### src/rtl/assert_macros.svh
// Assertion helpers for the resonator bank RTL.
`ifndef ASSERT_MACROS_SVH
`define ASSERT_MACROS_SVH

// Concurrent assertion on an explicit clock and active-low reset.
`define ASSERT_AT(lbl, clk, rst_n, prop, msg) \
  lbl: assert property (@(posedge clk) disable iff (!rst_n) prop) else $error(msg);

// Concurrent assertion on the block clock and reset.
`define ASSERT_CLK(lbl, prop, msg) `ASSERT_AT(lbl, clk_i, rst_ni, prop, msg)

`endif

### src/rtl/mrb_ram.sv
`timescale 1ns / 1ps
`default_nettype none

module mrb_ram #(
  parameter int W     = 18,
  parameter int DEPTH = 96
) (
  input  wire logic                                      clk_i,
  input  wire logic                                      we_i,
  input  wire logic [((DEPTH > 1) ? $clog2(DEPTH) : 1)-1:0] waddr_i,
  input  wire logic [W-1:0]                              wdata_i,
  input  wire logic [((DEPTH > 1) ? $clog2(DEPTH) : 1)-1:0] raddr_i,
  output logic      [W-1:0]                              rdata_o
);

  logic [W-1:0] mem_q [DEPTH];

  always_ff @(posedge clk_i) begin
    if (we_i) begin
      mem_q[waddr_i] <= wdata_i;
    end
    rdata_o <= mem_q[raddr_i];
  end

endmodule

`default_nettype wire

### config.mk
export PLATFORM = sky130hd
export DESIGN_NAME = mrb_ram
export DESIGN_NICKNAME = d
export VERILOG_FILES = /design/src/rtl/assert_macros.svh /design/src/rtl/mrb_ram.sv
export SDC_FILE = /design/constraint.sdc
export NUM_CORES = 1
export LEC_CHECK = 0
export BUFFER_PORTS_ARGS = -buffer_cell sky130_fd_sc_hd__buf_2
export CAP_MARGIN = 20
export CELL_PAD_IN_SITES_DETAIL_PLACEMENT = 1
export CELL_PAD_IN_SITES_GLOBAL_PLACEMENT = 1
export CORE_AREA = 8 8 371 373
export DETAILED_ROUTE_END_ITERATION = 7
export DIE_AREA = 0 0 379 381
export GPL_TIMING_DRIVEN = 1
export MAX_ROUTING_LAYER = met4
export PLACE_DENSITY = 0.8
export SETUP_SLACK_MARGIN = 0.05
export SLEW_MARGIN = 20
export SYNTH_ARGS = -nofsm -noshare
export SYNTH_HDL_FRONTEND = slang
export SYNTH_SLANG_ARGS = --single-unit
### constraint.sdc
create_clock -name clk_i -period 2.35 [get_ports clk_i]
set_input_delay 0.1175 -clock clk_i [delete_from_list [all_inputs] [get_ports clk_i]]
set_output_delay 0.1175 -clock clk_i [all_outputs]
set_load 0.005 [all_outputs]
**Word level (Yosys, flattened, before mapping)**

Memory sizes are Yosys's and may differ from the RTL's. A register that Yosys moved wholly into a read port is not among the register bits.
Index checks and enable logic that the tools add are counted.

- Multiplexer cells: 2

Operator list:

| cell | number |
|---|---|
| $mux 1 | 2 |

- Register bits after elaboration: 0
- RAM bits: 1,728
- Input port bits: 34
- Output and inout port bits: 18
- Word-level logic and storage cells: 3
- Memories kept: 1

Memory list:

| memory | depth | bits a word | rd ports | clocked after memory_dff | wr ports | RTL line | text |
|---|---|---|---|---|---|---|---|
| mem_q | 96 | 18 | 1 | 1 | 1 | mrb_ram.sv:16 | `logic [W-1:0] mem_q [DEPTH];` |

**Longest topological paths before layout**

Gate-level depths: netlist of the first run.

- Depth after elaboration: 2
- Depth in mapped cells: 9

**Least setup slack after synthesis of the first run**

OpenSTA, ideal clock, no wires.

- Kind: in2reg
- From: in waddr_i[5] (netlist bit)
- To: mem mem_q[50][0] (enable)
- Library setup time: 0.416 ns
- Arrival: 1.910 ns
- Required time: 1.934 ns
- Slack: 0.024 ns
- Stages: 3
- Path buffers: 0
- Cell sequence: nor2b_1 nand3_1 nor3_1

RTL lines:

| item | RTL line | text |
|---|---|---|
| from (decl) | mrb_ram.sv:10 | `input wire logic [((DEPTH > 1) ? $clog2(DEPTH) : 1)-1:0] waddr_i,` |
| to (decl) | mrb_ram.sv:16 |  |

Straight into the memory's write port.

==> metrics.yaml, run 1 <==
run_status:
  status: "complete, but fails checks"
  violations: "setup timing"
critical_path:
  arrival_ns: 3.10
  crit_chain: "dlygate4sd3_1, buf_2, or3b_2, o22ai_1, a2111oi_1, nand3_1, nand3_1"
  crit_top_cell: "nand3_1"
  path_buf_inv: 2
  crit_path_end_kind: "flip-flop"
  start_kind: "input pin"
  crit_fanout: 14
  cp_slowest_cell: "a2111oi_1"
  crit_type: "in -> reg"
  cp_top_family: "simple AND/OR/NAND/NOR gates"
  cp.required_ns: 3.07
  crit_path_max_incr_delay_ns: 0.71
place:
  hpwl_um: 116700
  gp_congestion: 0.9058
  port_buffers: 51
  placedInstanceArea_um2: 71870
  pre_cts_ws_ns: -0.3942
worst_hold_path:
  hp-class: "in -> reg"
routing:
  vias: 35510
  firstDrtPassIters: 5
  ant_nets: 0
  drtIter0Drc: 5224
  drc: 0
  m1WireLength_um: 70190
  wire_per_inst_um: 37.28
  top_layer: "met4"
  wl_met3_um: 20700
  vias_per_cell: 6.634
  wl_met2_um: 99150
  drt_wl_total_um: 199600
pwr:
  ir_worst_vdd_mv: 0.6488
  power_density_nw_per_um2: 849.1
  power_leakage_nw: 24.92
clocking:
  cts_buffers: 173
  cts.sinks: 1746
  htreeDepth: 4
  clk_pin_slew_ns: 0.06
  worstSkewPairLatency_ns: 0.83
  cts_tree: "built"
  root_buffer: "clkbuf_16"
  cts_setup_buffers: 0
  cts_buffer_depth: 3
timing:
  fmax_mhz: 420.0
  setup_viol_count_final: 1
  timing.final.crit_share_pct: 101.3
  report.final.slew_viol_count: 0
  slew_headroom_pct: 35.56
  hold_violations: 0
  worst_pin_slew_ns: 0.9666
  rsz0062_at_grt: "false"
  finalCriticalPeriod_ns: 2.381
  finalClockSkew_ns: 0.05763
  fin_ws_ns: -0.03093
floorplanning:
  fp-row-count: 134
  pin_count: 52
  initial_utilization_pct: 50.49
  fp.dieH_um: 381
  die_w_um: 379
  core_area_um2: 132100
  dieArea_um2: 144400
grt:
  grt_pass1_vias: 37140
  grt_pass1_wl_um: 281000
  grt_usage_pct: 28.28
  antenna_found_initial: 9
  globalRouteOverflowTotal: 0
  grt_start_max_net_pins: 97
synthesis:
  yosysSeqAreaShare_pct: 78.33
  synthMuxAreaShare_pct: 16.11
  syn-num-nets: 3054
  synth_compound_area_share_pct: 1.851
  synth.ff_latch_count: 1746
  syn_avg_cell_area_um2: 22.09
  synth_top_cell_area_share_pct: 77.79
  synthTopCellsByArea: "edfxtp_1 (78%), mux4_2 (14%), mux2i_1 (1.6%)"
  ys.flop_type: "edfxtp_1"
  ys_top_cells_by_count: "edfxtp_1 (1728), mux4_2 (421), nand2_1 (146), nor2_1 (117), mux2i_1 (105)"
  yosysMostFrequentCell: "edfxtp_1"
  synth_xor_area_share_pct: 0
  synth.distinct_cells: 39
  synth_area_leader_cell: "edfxtp_1"
  synth_top_family_by_area: "multiplexers"
  syn_inst: 3020
  synth_simple_gate_area_share_pct: 2.474
  async_flop_share_pct: 0
  synth_edf_count: 1728
  ys_warn_count: 0
  synth_area_um2: 66710
  synth_fa_ha_area_share_pct: 0
cells_and_area:
  fin_nets: 3467
  fin_area_um2: 77820
  drive_gt1_share_pct: 31.63
  area_growth_pct: 16.66
flow_run:
  maxCapViolCount: 0
==> flip-flops by register name, summed over array words and instances (netlist names) <==
register  cells
rdata_o      18
mem_q      1728
==> layout make-up <==
cell class	count	area, um^2
Antenna cell	9	22.52
Clock buffer	221	4623
Clock inverter	97	1049
Fill cell	11070	54300
Inverter	2	10.01
Multi-Input combinational cell	1106	13820
Sequential cell	1746	52250
Tap cell	1768	2212
Timing Repair Buffer	404	3831
==> layer usage <==
layer	vias to the layer above	global-route usage, %
li1	13550	-
met1	18800	35.24
met2	2636	45.53
met3	527	5.971
met4	0	11.54
met5	-	-
==> path summary, 6_finish.rpt <==
path	start	endpoint	slack, ns	cells after the start
setup / recovery	raddr_i[3]	rdata_o[14]$_DFF_P_	-0.03	7
hold / removal	waddr_i[4]	mem_q[63][4]$_DFFE_PP_	0.09	3
setup reg to reg	mem_q[8][10]$_DFFE_PP_	rdata_o[10]$_DFF_P_	0.01	5
hold reg to reg	mem_q[11][6]$_DFFE_PP_	rdata_o[6]$_DFF_P_	0.93	4
==> timing repair <==
action                     CTS  global route
hold buffers                25             0
hold endpoints to repair   852             0
resized for setup            3             0
setup endpoints to repair    3             0
==> worst reg2reg max path: stages, from the launching register on <==
cell	delay (ns)
edfxtp_1	0.37
mux4_2	0.48
o22ai_1	0.30
nor3_1	0.14
o31ai_1	0.71
nand3_1	0.18
==> cell families after synthesis <==
kind of cell | count (synthesis)
and+or+nand+nor | 385
muxes | 545
DFF | 1746
AOI/OAI and AO/OA | 176
buffers and inverters | 168
==> power breakdown <==
part           switching, mW  total, mW  internal (mW)  leakage, nW
registers              0.112       34.5           34.4         15.7
logic                   2.31       3.70           1.39         6.49
clock network           12.2       27.9           15.7         2.74
total                   14.6       66.1           51.5         24.9
==> through the flow <==
stage	hold WS [ns]	util (%)	TNS, ns	cells	power [mW]
2_1_floorplan	0.2164	-	0	3020	36.71
3_3_place_gp	0.5204	54.40	-1.841	5001	38.45
3_5_place_dp	0.5201	54.40	-2.647	5001	38.66
4_1_cts	0.004548	58.89	0	5344	66.28
5_1_grt	0.08990	58.90	0	5351	67.28
6_report	0.08856	58.90	-0.03093	5353	66.08
==> placed cells by master, fill, tap and decap left out, types with 18 or more instances in the layout <==
cell type	Yosys	layout
nor2_1	117	64
mux2_2	19	19
nand2_1	146	146
dfxtp_1	18	18
nand3_1	66	66
clkinv_2	0	23
buf_2	62	30
clkbuf_1	59	40
o22ai_1	32	32
mux2i_1	105	105
buf_4	25	283
dlygate4sd3_1	0	25
buf_12	0	63
a21oi_1	26	26
clkbuf_16	0	176
a32oi_1	22	22
clkinv_1	0	36
mux4_2	421	421
nor2_2	0	53
edfxtp_1	1728	1728
a211oi_1	24	23
Power figures use the tool's default switching activity.
==> run 2, diff against run 1 <==
--- a/config.mk
+++ b/config.mk
@@ -8,10 +8,10 @@
 export BUFFER_PORTS_ARGS = -buffer_cell sky130_fd_sc_hd__buf_2
 export CAP_MARGIN = 20
 export CELL_PAD_IN_SITES_DETAIL_PLACEMENT = 1
-export CELL_PAD_IN_SITES_GLOBAL_PLACEMENT = 1
-export CORE_AREA = 8 8 371 373
+export CELL_PAD_IN_SITES_GLOBAL_PLACEMENT = 2
+export CORE_AREA = 8 8 390 392
 export DETAILED_ROUTE_END_ITERATION = 7
-export DIE_AREA = 0 0 379 381
+export DIE_AREA = 0 0 398 400
 export GPL_TIMING_DRIVEN = 1
 export MAX_ROUTING_LAYER = met4
 export PLACE_DENSITY = 0.8
==> run 2 against run 1 <==
  * The flow now finishes without violations
  * Count of clock-buffer cells in the layout is 4 higher
  * Critical path type is now reg -> reg
  * Die area is 10% higher
  * Combinational power is 4% lower
  * Critical path depth is 2 lower
  * Core utilization is 5.7 points lower
  * Power is 1.9% lower
  * Worst setup slack better by 0.19 ns
  * Sequential share of layout area hardly changed
  * Clock power is 4% lower
  * Register-to-register slack better by 0.15 ns
  * Largest power group unchanged
  * Final area hardly changed
  * Routed wire length is 6.8% lower
==> metrics.yaml, run 2 (same netlist as run 1, synthesis figures left out) <==
cells_and_area:
  top_register: "mem_q"
  final_util_pct: 53.18
  fin_nets: 3457
  final_cell_mix: "edfxtp_1 (1728), mux4_2 (421), buf_4 (271)"
  drive_gt1_share_pct: 31.35
  fin_cells: 5511
  area_growth_pct: 16.60
  top_regs: "mem_q: 1728 flops, rdata_o: 18 flops"
  layout_commonest_cell: "edfxtp_1"
  largest_reg_flops: 1728
  fin_area_um2: 77780
pwr:
  power_leakage_nw: 24.78
  power_density_nw_per_um2: 833.5
  combPwrFrac_pct: 5.5
  ir_worst_vdd_mv: 0.7716
  p_total_mw: 64.83
  pwr-share-clk_pct: 41.3
  p_int_mw: 50.61
  p_seq_share_pct: 53.2
  p_sw_share_pct: 21.94
  switchingPower_mw: 14.23
timing:
  setup_viol_count_final: 0
  finalClockSkew_ns: 0.05622
  report.final.slew_viol_count: 0
  slew_headroom_pct: 43.45
  hold_ws_ns: 0.1107
  fin_ws_ns: 0.1634
  worst_pin_slew_ns: 0.8411
  fmax_mhz: 457.3
  fin_setup_tns_ns: 0
  hold_violations: 0
  finalCriticalPeriod_ns: 2.187
  rsz0062_at_grt: "false"
  timing.final.crit_share_pct: 93.05
worst_hold_path:
  hp-class: "in -> reg"
  hold_path_depth: 2
routing:
  wire_per_inst_um: 33.76
  ant_nets: 0
  drtIter0Drc: 4209
  drt_wl_total_um: 186100
  vias: 34010
  firstDrtPassIters: 7
  drc: 0
  vias_per_cell: 6.171
run_status:
  status: "completed"
place:
  hpwl_um: 113800
  port_buffers: 51
  placedCellCount: 5155
  pre_cts_ws_ns: -0.4452
  placedInstanceArea_um2: 72080
  gp_congestion: 0.8570
critical_path:
  start_kind: "flip-flop"
  crit_type: "reg -> reg"
  worstRegToRegCells: 5
  crit_fanout: 1
  crit_path_end_kind: "flip-flop"
  arrival_ns: 2.84
  cp.required_ns: 3.01
clocking:
  worstSkewPairLatency_ns: 0.82
  htreeDepth: 4
  cts_buffers: 172
  clk_pin_slew_ns: 0.06
  cts_setup_buffers: 0
  cts.sinks: 1746
  cts_buffer_depth: 3
  cts_tree: "built"
  root_buffer: "clkbuf_16"
floorplanning:
  fp-row-count: 141
  dieArea_um2: 159200
  die_w_um: 398
  core_area_um2: 146300
  pin_count: 52
  fp.dieH_um: 400
  initial_utilization_pct: 45.61
flow_run:
  maxCapViolCount: 0
grt:
  grt_pass1_vias: 35790
  globalRouteOverflowTotal: 0
  grt_usage_pct: 23.99
  grt_pass1_wl_um: 265100
  grt_start_max_net_pins: 97
  antenna_found_initial: 14
## run 2: cell types whose count changed in the layout (fill, tap and decap cells not counted), sizes merged
cell / before / now
bufinv: 15 / 10
clkinv: 68 / 73
buf: 379 / 371
dlygate4sd3: 25 / 24
inv: 9 / 11
clkbuf: 221 / 225
clkinvlp: 7 / 3
diode: 9 / 12
## run 2: what timing repair did
| item | CTS | global route |
|---|---|---|
| hold endpoints to repair | 955 | 0 |
| endpoints found under the setup margin | 1 | 1 |
| resized for setup | 1 | 1 |
| hold buffers | 24 | 0 |
| pin swaps | 0 | 0 |
## run 2: cell type report
class / count / area, um^2
inverter: 2 / 10.01
multi-input combinational: 1106 / 13840
antenna: 12 / 30.03
sequential: 1746 / 52250
clock inverter: 95 / 874.6
fill: 12620 / 68470
timing repair buffer: 395 / 3811
tap: 1930 / 2415
clock buffer: 225 / 4544
## run 2: worst paths after layout
path | from | endpoint | slack (ns)
worst max-delay path | mem_q[6][10]$_DFFE_PP_ | rdata_o[10]$_DFF_P_ | 0.16
worst min-delay path | wdata_i[10] | mem_q[44][10]$_DFFE_PP_ | 0.11
worst max register to register | mem_q[6][10]$_DFFE_PP_ | rdata_o[10]$_DFF_P_ | 0.16
worst min register to register | mem_q[11][9]$_DFFE_PP_ | rdata_o[9]$_DFF_P_ | 0.88
## run 2: routing by layer
metal	global-route usage, %	up-vias	wire length (um)
li1	-	13530	-
met1	31.34	18330	72670
met2	38.63	1813	91250
met3	4.816	340	16550
met4	7.150	0	5607
met5	-	-	0
## run 2: power by group through the flow
stage                     registers [mW]  logic (mW)  clock network [mW]
after floorplan                     35.1        1.63                   0
after global placement              35.1        3.38                   0
final                               34.5        3.57                26.8
after CTS                           34.5        3.58                27.1
after global routing                34.5        3.73                28.1
after detailed placement            35.2        3.52                   0
## run 2: worst max-delay path: stages, from the launching register on
cell and delay, ns:
edfxtp_1 0.39, mux4_2 0.49, nand2_1 0.10, a21oi_1 0.12
o31ai_1 0.75, nand3_1 0.18
